==> src/sv/i2ccd_pkg.sv <==
// Shared types and constants for the I2C SCL divider best-fit search.
package i2ccd_pkg;

  // Field widths
  localparam int unsigned ClkW    = 28;
  localparam int unsigned RateW   = 20;
  localparam int unsigned CodeW   = 2;
  localparam int unsigned IdxW    = 6;
  localparam int unsigned DivisorW = 12;
  localparam int unsigned CntW    = $clog2(ClkW);

  // Reset value of the bus clock register
  localparam logic [ClkW-1:0] BusClockReset = 28'd60000000;

  // SCL divider ROM
  localparam logic [DivisorW-1:0] SclDivRom [64] = '{
    12'd20,   12'd22,   12'd24,   12'd26,   12'd28,   12'd30,   12'd34,   12'd40,
    12'd28,   12'd32,   12'd36,   12'd40,   12'd44,   12'd48,   12'd56,   12'd68,
    12'd48,   12'd56,   12'd64,   12'd72,   12'd80,   12'd88,   12'd104,  12'd128,
    12'd80,   12'd96,   12'd112,  12'd128,  12'd144,  12'd160,  12'd192,  12'd240,
    12'd160,  12'd192,  12'd224,  12'd256,  12'd288,  12'd320,  12'd384,  12'd480,
    12'd320,  12'd384,  12'd448,  12'd512,  12'd576,  12'd640,  12'd768,  12'd960,
    12'd640,  12'd768,  12'd896,  12'd1024, 12'd1152, 12'd1280, 12'd1536, 12'd1920,
    12'd1280, 12'd1536, 12'd1792, 12'd2048, 12'd2304, 12'd2560, 12'd3072, 12'd3840
  };

  // Search sequencer states
  typedef enum logic [2:0] {
    ST_IDLE,
    ST_LOAD,
    ST_DIVIDE,
    ST_DIFF,
    ST_COMPARE,
    ST_DONE
  } search_state_e;

endpackage

==> src/sv/i2ccd_div.sv <==
// Bit-serial restoring divider: one quotient bit per cycle.
module i2ccd_div (
  input  logic                             clk_i,
  input  logic                             rst_ni,
  input  logic                             start_i,
  input  logic [i2ccd_pkg::ClkW-1:0]       dividend_i,
  input  logic [i2ccd_pkg::DivisorW-1:0]   divisor_i,
  output logic                             done_o,
  output logic [i2ccd_pkg::ClkW-1:0]       quotient_o
);

  logic                             busy_q, busy_d;
  logic                             done_q, done_d;
  logic [i2ccd_pkg::CntW-1:0]       cnt_q, cnt_d;
  logic [i2ccd_pkg::DivisorW-1:0]   rem_q, rem_d;
  logic [i2ccd_pkg::DivisorW-1:0]   dvs_q, dvs_d;
  logic [i2ccd_pkg::ClkW-1:0]       shift_q, shift_d;
  logic [i2ccd_pkg::DivisorW:0]     trial;
  logic [i2ccd_pkg::DivisorW:0]     trial_sub;
  logic                             fits;

  // One restoring step: bring in the next dividend bit, try to subtract
  assign trial     = {rem_q, shift_q[i2ccd_pkg::ClkW-1]};
  assign trial_sub = trial - {1'b0, dvs_q};
  assign fits      = (trial >= {1'b0, dvs_q});

  always_comb begin
    busy_d  = busy_q;
    done_d  = 1'b0;
    cnt_d   = cnt_q;
    rem_d   = rem_q;
    dvs_d   = dvs_q;
    shift_d = shift_q;
    if (start_i) begin
      busy_d  = 1'b1;
      cnt_d   = '0;
      rem_d   = '0;
      dvs_d   = divisor_i;
      shift_d = dividend_i;
    end else if (busy_q) begin
      // remainder stays below the divisor, so the low bits suffice
      rem_d   = fits ? trial_sub[i2ccd_pkg::DivisorW-1:0] : trial[i2ccd_pkg::DivisorW-1:0];
      shift_d = {shift_q[i2ccd_pkg::ClkW-2:0], fits};
      cnt_d   = cnt_q + i2ccd_pkg::CntW'(1);
      if (cnt_q == i2ccd_pkg::CntW'(i2ccd_pkg::ClkW - 1)) begin
        busy_d = 1'b0;
        done_d = 1'b1;
      end
    end
  end

  always_ff @(posedge clk_i or negedge rst_ni) begin
    if (!rst_ni) begin
      busy_q <= 1'b0;
      done_q <= 1'b0;
      cnt_q  <= '0;
    end else begin
      busy_q <= busy_d;
      done_q <= done_d;
      cnt_q  <= cnt_d;
    end
  end

  // Datapath registers
  always_ff @(posedge clk_i) begin
    rem_q   <= rem_d;
    dvs_q   <= dvs_d;
    shift_q <= shift_d;
  end

  assign done_o     = done_q;
  assign quotient_o = shift_q;

endmodule

==> src/sv/i2c_clock_divider_search.sv <==
// Top level: best-fit search over multiplier codes and SCL divider ROM entries.
// Per candidate the sequencer steps through ST_LOAD, ST_DIVIDE (waiting on the bit-serial
// divider), ST_DIFF and ST_COMPARE. A new item is taken once the search ends and its result
// is loaded into the output register, where that result may still wait.
// Reset: asynchronous active low; bus clock register returns to 60000000, no result pending.
module i2c_clock_divider_search #(
  parameter int unsigned TABLE_ENTRIES = 64,
  parameter int unsigned MULT_STEPS    = 3
) (
  input  logic        clk_i,
  input  logic        rst_ni,
  // configuration
  input  logic        cfg_we_i,
  input  logic [27:0] cfg_wdata_i,
  // input stream
  input  logic        s_axis_tvalid_i,
  output logic        s_axis_tready_o,
  input  logic [23:0] s_axis_tdata_i,   // [19:0] target_rate, [23:20] zero
  // output stream
  output logic        m_axis_tvalid_o,
  input  logic        m_axis_tready_i,
  output logic [15:0] m_axis_tdata_o    // [1:0] mult_code, [7:2] divider_index,
                                        // [13:8] divider_index, [15:14] mult_code
);

  i2ccd_pkg::search_state_e state_q, state_d;

  logic [i2ccd_pkg::ClkW-1:0]  bus_clk_q;
  logic [i2ccd_pkg::RateW-1:0] target_q;
  logic [i2ccd_pkg::CodeW-1:0] code_q, code_d;
  logic [i2ccd_pkg::IdxW-1:0]  idx_q, idx_d;
  logic [i2ccd_pkg::CodeW-1:0] best_code_q, best_code_d;
  logic [i2ccd_pkg::IdxW-1:0]  best_idx_q, best_idx_d;
  logic [i2ccd_pkg::ClkW-1:0]  min_err_q, min_err_d;
  logic                        have_best_q, have_best_d;
  logic [i2ccd_pkg::ClkW-1:0]  diff_q;
  logic [i2ccd_pkg::ClkW-1:0]  target_ext;
  logic                        out_valid_q;
  logic [i2ccd_pkg::CodeW-1:0] out_code_q;
  logic [i2ccd_pkg::IdxW-1:0]  out_idx_q;

  logic                        in_xact;
  logic                        last_pair;
  logic                        div_start;
  logic                        div_done;
  logic [i2ccd_pkg::ClkW-1:0]  quot;
  logic                        load_out;

  assign in_xact    = s_axis_tvalid_i && s_axis_tready_o;
  assign last_pair  = (code_q == i2ccd_pkg::CodeW'(MULT_STEPS - 1)) &&
                      (idx_q == i2ccd_pkg::IdxW'(TABLE_ENTRIES - 1));
  assign target_ext = {{(i2ccd_pkg::ClkW - i2ccd_pkg::RateW){1'b0}}, target_q};

  // Configuration register
  always_ff @(posedge clk_i or negedge rst_ni) begin
    if (!rst_ni) begin
      bus_clk_q <= i2ccd_pkg::BusClockReset;
    end else if (cfg_we_i) begin
      bus_clk_q <= cfg_wdata_i;
    end
  end

  // Serial divider; the multiplier factor is a right shift of the dividend
  i2ccd_div u_div (
    .clk_i      (clk_i),
    .rst_ni     (rst_ni),
    .start_i    (div_start),
    .dividend_i (bus_clk_q >> code_q),
    .divisor_i  (i2ccd_pkg::SclDivRom[idx_q]),
    .done_o     (div_done),
    .quotient_o (quot)
  );

  // Next state
  always_comb begin
    state_d = state_q;
    unique case (state_q)
      i2ccd_pkg::ST_IDLE:    if (s_axis_tvalid_i) state_d = i2ccd_pkg::ST_LOAD;
      i2ccd_pkg::ST_LOAD:    state_d = i2ccd_pkg::ST_DIVIDE;
      i2ccd_pkg::ST_DIVIDE:  if (div_done) state_d = i2ccd_pkg::ST_DIFF;
      i2ccd_pkg::ST_DIFF:    state_d = i2ccd_pkg::ST_COMPARE;
      i2ccd_pkg::ST_COMPARE: state_d = last_pair ? i2ccd_pkg::ST_DONE : i2ccd_pkg::ST_LOAD;
      i2ccd_pkg::ST_DONE:    if (!out_valid_q || m_axis_tready_i) state_d = i2ccd_pkg::ST_IDLE;
      default:               state_d = i2ccd_pkg::ST_IDLE;
    endcase
  end

  // Outputs of the sequencer
  always_comb begin
    s_axis_tready_o = 1'b0;
    div_start       = 1'b0;
    load_out        = 1'b0;
    unique case (state_q)
      i2ccd_pkg::ST_IDLE: s_axis_tready_o = 1'b1;
      i2ccd_pkg::ST_LOAD: div_start = 1'b1;
      i2ccd_pkg::ST_DONE: load_out = !out_valid_q || m_axis_tready_i;
      default: ;
    endcase
  end

  // Candidate counters and best-so-far tracking
  always_comb begin
    code_d      = code_q;
    idx_d       = idx_q;
    best_code_d = best_code_q;
    best_idx_d  = best_idx_q;
    min_err_d   = min_err_q;
    have_best_d = have_best_q;
    if (in_xact) begin
      code_d      = '0;
      idx_d       = '0;
      have_best_d = 1'b0;
    end else if (state_q == i2ccd_pkg::ST_COMPARE) begin
      // strict compare keeps the first pair on ties
      if (!have_best_q || (diff_q < min_err_q)) begin
        have_best_d = 1'b1;
        min_err_d   = diff_q;
        best_code_d = code_q;
        best_idx_d  = idx_q;
      end
      if (idx_q == i2ccd_pkg::IdxW'(TABLE_ENTRIES - 1)) begin
        idx_d  = '0;
        code_d = code_q + i2ccd_pkg::CodeW'(1);
      end else begin
        idx_d = idx_q + i2ccd_pkg::IdxW'(1);
      end
    end
  end

  always_ff @(posedge clk_i or negedge rst_ni) begin
    if (!rst_ni) begin
      state_q     <= i2ccd_pkg::ST_IDLE;
      code_q      <= '0;
      idx_q       <= '0;
      have_best_q <= 1'b0;
      out_valid_q <= 1'b0;
    end else begin
      state_q     <= state_d;
      code_q      <= code_d;
      idx_q       <= idx_d;
      have_best_q <= have_best_d;
      if (load_out) begin
        out_valid_q <= 1'b1;
      end else if (m_axis_tready_i) begin
        out_valid_q <= 1'b0;
      end
    end
  end

  // Payload registers
  always_ff @(posedge clk_i) begin
    if (in_xact) begin
      target_q <= s_axis_tdata_i[i2ccd_pkg::RateW-1:0];
    end
    if (state_q == i2ccd_pkg::ST_DIFF) begin
      diff_q <= (target_ext > quot) ? (target_ext - quot) : (quot - target_ext);
    end
    best_code_q <= best_code_d;
    best_idx_q  <= best_idx_d;
    min_err_q   <= min_err_d;
    if (load_out) begin
      out_code_q <= best_code_q;
      out_idx_q  <= best_idx_q;
    end
  end

  assign m_axis_tvalid_o = out_valid_q;
  assign m_axis_tdata_o  = {out_code_q, out_idx_q, out_idx_q, out_code_q};

endmodule
==> config.mk <==
export PLATFORM = sky130hd
export DESIGN_NAME = i2c_clock_divider_search
export DESIGN_NICKNAME = d
export VERILOG_FILES = /design/src/sv/i2ccd_pkg.sv /design/src/sv/i2ccd_div.sv /design/src/sv/i2c_clock_divider_search.sv
export SDC_FILE = /design/constraint.sdc
export NUM_CORES = 1
export LEC_CHECK = 0
export BUFFER_PORTS_ARGS = -buffer_cell sky130_fd_sc_hd__buf_2
export CAP_MARGIN = 30
export CORE_ASPECT_RATIO = 1.4
export CORE_UTILIZATION = 30
export CTS_CLUSTER_DIAMETER = 100
export CTS_CLUSTER_SIZE = 20
export DETAILED_ROUTE_END_ITERATION = 6
export GPL_ROUTABILITY_DRIVEN = 0
export PLACE_DENSITY = 0.43
export SYNTH_ARGS = -nofsm -noshare
export SYNTH_HDL_FRONTEND = slang
export SYNTH_HIERARCHICAL = 1
export SYNTH_SLANG_ARGS = --single-unit
==> constraint.sdc <==
create_clock -name clk_i -period 4.4 [get_ports clk_i]
set_clock_uncertainty 0.2 [all_clocks]
set_input_delay 0.66 -clock clk_i [delete_from_list [all_inputs] [get_ports clk_i]]
set_output_delay 0.66 -clock clk_i [all_outputs]
set_load 0.05 [all_outputs]
== Yosys cells after proc, flatten, opt, wreduce, memory -nomap -nowiden ==
Memory sizes are Yosys's and may differ from the RTL's. A register that Yosys moved wholly into a read port is not among the register bits.
Index checks and enable logic that the tools add are counted.
Storage, ports and cells
  input port bits: 57
  output and inout port bits: 18
  memory bits (read-only): 768
  register bits after elaboration: 180
  memories: 1
Memory list
  (no name shown): depth 64, bits a word 12, rd ports 1, clocked after Yosys merged registers in 1, write ports 0, RTL line i2c_clock_divider_search.sv:69  | .divisor_i (i2ccd_pkg::SclDivRom[idx_q]),
Cells by class
  $add $sub $neg: 6
  order comparisons: 3
  eq/ne operators: 11
  reduce and logical (&&, ||, !) cells: 16
  bitwise logic cells: 2
  shift-type cells: 1
  multiplexer cells: 31
Operator list (number)
  $mux 28: 3
  $gt 20x28->1: 1
  $lt 28x28->1: 1
  $shr 28x2->28: 1
  $sub 20x28->28: 1
  $sub 28x20->28: 1
  $mux 6: 3
  $pmux 3 s6: 1
  $mux 1: 14
  $ge 13x12->1: 1
  $mux 12: 1
  $mux 3: 4
  $sub 12x12->12: 1
  $mux 5: 2
  $reduce_bool 2->1: 5
  $not 6->7: 1
  $add 6x1->6 const B: 1
  $eq 3x2->1 const B: 2
  $eq 3x3->1 const B: 2
  $eq 6x6->1 const B: 1
  $mux 2: 3
  $reduce_and 3->1: 2
  $add 5x1->5 const B: 1
  $eq 5x5->1 const B: 1
  11 further kinds: 16

== Longest topological paths before layout ==
  depth after elaboration: 5
  gate-level depth with buffers: 11

== By module ==
The synthesis kept the hierarchy.
Modules (own cells, without submodules)
  i2c_clock_divider_search: area each 8763.4 um2, cells an instance 820, instances 1
  i2ccd_div: area each 2946.6 um2, cells an instance 233, instances 1

== Worst setup path before layout ==
No wires, ideal clock.
  path type: flip-flop to flip-flop
  from: reg diff_q[7] (netlist bit)
  to: reg best_code_q[0] (netlist bit), enable pin
  data arrival time: 3.136 ns
  buffers on the path: 0
  cell stages (with the launch flop): 7
  data required time: 3.770 ns
  path slack: 0.635 ns
  setup time: 0.430 ns
  cell sequence: edfxtp_1 -> ha_1 -> or4_1 -> nor4b_1 -> o21ai_0 -> a32o_1 -> nor2_1
On the way
  longest elaborated chain between the ends: 3
RTL lines
  start: declaration: RTL line i2c_clock_divider_search.sv:36  | logic [i2ccd_pkg::ClkW-1:0] diff_q;
  start signal: assignment: RTL line i2c_clock_divider_search.sv:156  | diff_q <= (target_ext > quot) ? (target_ext - quot) : (quot - target_ext);
  $lt 28x28->1: RTL line i2c_clock_divider_search.sv:115  | if (!have_best_q || (diff_q < min_err_q)) begin
  $logic_or 1x1->1: RTL line i2c_clock_divider_search.sv:115
  $reduce_and 3->1 (no line)
  end signal: assignment: RTL line i2c_clock_divider_search.sv:158  | best_code_q <= best_code_d;
  end: declaration: RTL line i2c_clock_divider_search.sv:32  | logic [i2ccd_pkg::CodeW-1:0] best_code_q, best_code_d;
No other way between the ends.
A chain may end at the register's enable or synchronous reset.

== Worst setup path after layout ==
  from: reg u_div.shift_q (netlist bit u_div/quotient_o[15])
  to: reg diff_q[19] (netlist bit), data pin
On the way
  longest elaborated chain between the ends: 2
  elaborated cells between the ends (all ways): 4
  classes of those cells: 2 x add/sub; 1 x order compare; 1 x mux
RTL lines
  start: declaration: RTL line i2ccd_div.sv:17  | logic [i2ccd_pkg::ClkW-1:0] shift_q, shift_d;
  start signal: assignment: RTL line i2ccd_div.sv:68  | shift_q <= shift_d;
  $sub 28x20->28, or another cell as far along: RTL line i2c_clock_divider_search.sv:156
  $mux 28 *: RTL line i2c_clock_divider_search.sv:156
Every way passes the cells marked *; elsewhere a longest branch is shown, timed or not.

==> reports/qor.tcl <==
set qor(p_int_uw) 5210
set qor(crit_arrival_ps) 3460
set qor(hold_violations) 0
set qor(num-nets-final) 1248
set qor(power.static_leakage_uw) 0.00531
set qor(design_power_total_uw) 8560
set qor(worst-r2r-setup-slack_ps) 930
set qor(post_cts.repair.setup_buffers) 0
set qor(grt.overflow.total) 0
set qor(final_cell_mix) {edfxtp_1, inv_1, ha_1, buf_2, nor2_1}
set qor(setup_viol) 0
set qor(grt_start_max_net_pins) 53
set qor(clock_power_share) 0.186
set qor(clk-insertion-delay-late_ps) 450
set qor(critPathMaxFanout) 8
set qor(syn_nets) 1200
set qor(reg2regPathDepth) 9
set qor(number_of_antenna_violations_at_the_first_check_in_global_routing) 0
set qor(ys_types) 84
set qor(place.detailed.hpwl_um) 19800
set qor(r2r_start) {u_div/quotient_o[15]$_DFFE_PP_}
set qor(worst_setup_path_startpoint) {u_div/quotient_o[15]$_DFFE_PP_}
set qor(hold_slack_ps) 110
set qor(post-route-min-period_ps) 3470
set qor(synth_cells) 1053
set qor(syn_to_final_growth_pct) 12.9
set qor(synth_flop_type) {edfxtp_1}
set qor(design.die.area_mm2) 0.0398
set qor(setup_repair_after_global_routing_missed_its_margin) {false}
set qor(initial_core_utilization) 0.304
set qor(groute.usage.overall) 0.140
set qor(drt-total-wl_um) 25900
set qor(routed_wire_length_per_instance_um) 15.8
set qor(post-route-period-util) 0.789
set qor(postCtsHoldBufs) 0
set qor(synth-seq-area-share) 0.463
set qor(post_drt_via_cell_ratio) 4.76
set qor(ant_nets) 0
set qor(critPathRequiredTime_ps) 4390
set qor(boundaryPins) 75
set qor(synth.avg_cell_area_um2) 11.1
set qor(postCtsResizedCells) 0
set qor(cts_sinks) 192
set qor(worst_slew_pin_slew_ps) 959
set qor(synth_enable_flop_cells) 132
set qor(drc_errors) 0
set qor(startpoint_type) {register}
set qor(detail_route.first_pass.iterations) 4
set qor(cp-end-kind) {register}
set qor(detail_route.iter0.violations) 305
set qor(power_frac_comb) 0.456
set qor(swShare) 0.391
set qor(core_area_mm2) 0.0385
set qor(totalNegativeSetupSlack_ps) 0
set qor(synth_async_sr_flop_share) 0.250
set qor(worst_hold_path_type) {in2async}
set qor(power_density_mw_per_mm2) 647
set qor(dpl-instance-area_mm2) 0.0126
set qor(power.ir.vdd_worst_uv) 340
set qor(clkSlewWorstSetupHoldPaths_ps) 70
set qor(die_width_um) 169
set qor(buffer_ports.inserted) 70
set qor(fraction_of_final_layout_cells_with_drive_strength_greater_than_1) 0.205
set qor(cts-buffers-inserted) 17
set qor(timing.max_slew.rel_slack) 0.358
set qor(critical_path.reg2reg.endpoint) {diff_q[19]$_DFFE_PN_}
set qor(clk_path_buf_depth) 2
set qor(max_cap_viols) 0
set qor(grt_pass1_vias) 8159
set qor(clock-root-buffer) {clkbuf_16}
set qor(final_max_slew_violation_count) 0
set qor(run_status) {finished, final reports clean}
set qor(flop_and_latch_count_out_of_synthesis) 192
set qor(synth-warning-count) 6
set qor(grt_first_pass_wirelength_um) 43300
set qor(syn_area_mm2) 0.0117
set qor(p_seq_frac) 0.357
set qor(cts_tree) {built}
set qor(diodes) 0
set qor(layout_commonest_cell) {edfxtp_1}
set qor(fp.dieH_um) 236
set qor(crit_type) {reg2reg}
set qor(finalNonFillerCells) 1636
set qor(route.vias.total) 7789
set qor(fmaxAchievable_mhz) 288
set qor(dpl.cell_count) 1604
set qor(row_count) 85
set qor(cts-htree-levels) 4
set qor(total_switching_power_uw) 3340
set qor(final_design_area_no_fill_mm2) 0.0132
[power groups by stage]
stage               combinational (µW)  sequential [µW]  clock (µW)
CTS                               3950             3070        1660
global placement                  3910             3100           0
global route                      4440             3140        1710
finish                            3900             3060        1600
detailed placement                3930             3110           0
floorplan                         3080             2930           0
[how the worst max path moves through the flow]
stage	slack, ps	end	cells after the start
final	930	diff_q[19]$_DFFE_PN_	9
after CTS	900	diff_q[19]$_DFFE_PN_	9
after global routing	660	diff_q[19]$_DFFE_PN_	9
after floorplan	630	best_code_q[0]$_DFFE_PP_	6
after detailed placement	910	diff_q[19]$_DFFE_PN_	9
after global placement	880	diff_q[19]$_DFFE_PN_	9
[critical path: stages (launching register included)]
cell and delay (ps):
edfxtp_1 420, ha_1 420, a21oi_1 230, o21ai_0 200, a221oi_1 640, nor2_4 130
nor2_2 390, buf_4 260, mux2i_1 240, xor2_1 90
[synth_stat cells (4+ instances only)]
cell,instances,area (µm²)
nand3b_1,5,37.5
and3_1,4,25.0
o21ai_0,59,295
nand4_1,11,68.8
a211oi_1,13,97.6
and2_1,4,25.0
or3_1,9,56.3
nor4_1,6,37.5
mux2i_1,25,250
dfrtp_1,38,951
dfstp_2,10,263
or4_1,4,30.0
xnor2_1,26,228
dfxtp_1,12,240
o21a_1,15,113
nor3_1,22,110
nor2b_1,6,37.5
ha_1,87,1090
nor2_1,70,263
nand3_1,15,75.1
o21ai_1,4,20.0
nand2_1,56,210
edfxtp_1,132,3960
a31oi_1,7,43.8
xor2_1,15,131
buf_4,8,60.1
buf_1,9,33.8
inv_1,98,368
o21bai_1,5,37.5
nand2b_1,11,68.8
mux2_2,58,653
a21o_1,23,173
a21oi_1,59,295
mux4_2,24,541
clkbuf_1,32,120
[final cells by class]
cell class | instances | area [µm²]
multi-input combinational | 710 | 5680
fill | 3942 | 25300
inverter | 98 | 368
tap | 522 | 653
clock buffer | 21 | 472
clock inverter | 11 | 129
timing repair buffer | 82 | 493
sequential | 192 | 5420
[per-stage QoR]
stage / setup slack (ps) / utilization
floorplan: 635 / -
global placement: 881 / 0.326
detailed placement: 912 / 0.328
CTS: 904 / 0.343
global route: 658 / 0.343
finish: 927 / 0.343
[logic make-up after synthesis]
family / Yosys count / synth area share
compound gates: 227 / 0.127
xor+xnor: 41 / 0.0307
buf+inv: 151 / 0.0533
flops: 192 / 0.463
other cells: 1 / 0.000320
mux: 108 / 0.124
simple gates: 243 / 0.104
fa+ha+maj: 90 / 0.0981
[routing by layer]
metal	routed length [µm]	vias to the layer above	track usage
met4	560	0	0.0576
met2	12600	98	0.232
met5	0	-	0
met1	12200	3744	0.180
li1	-	3922	-
met3	555	25	0.0219
[registers in the layout (all words and copies together) (netlist names)]
name,cells
idx_q,6
u_div/rem_q,12
out_idx_q,6
state_q,3
best_idx_q,6
u_div/dvs_q,12
diff_q,28
target_q,20
m_axis_tvalid_o,1
bus_clk_q,28
best_code_q,2
min_err_q,28
u_div/busy_q,1
out_code_q,2
have_best_q,1
u_div/cnt_q,5
u_div/quotient_o,28
code_q,2
u_div/done_o,1
No activity file was read; power rests on OpenSTA's default activity.
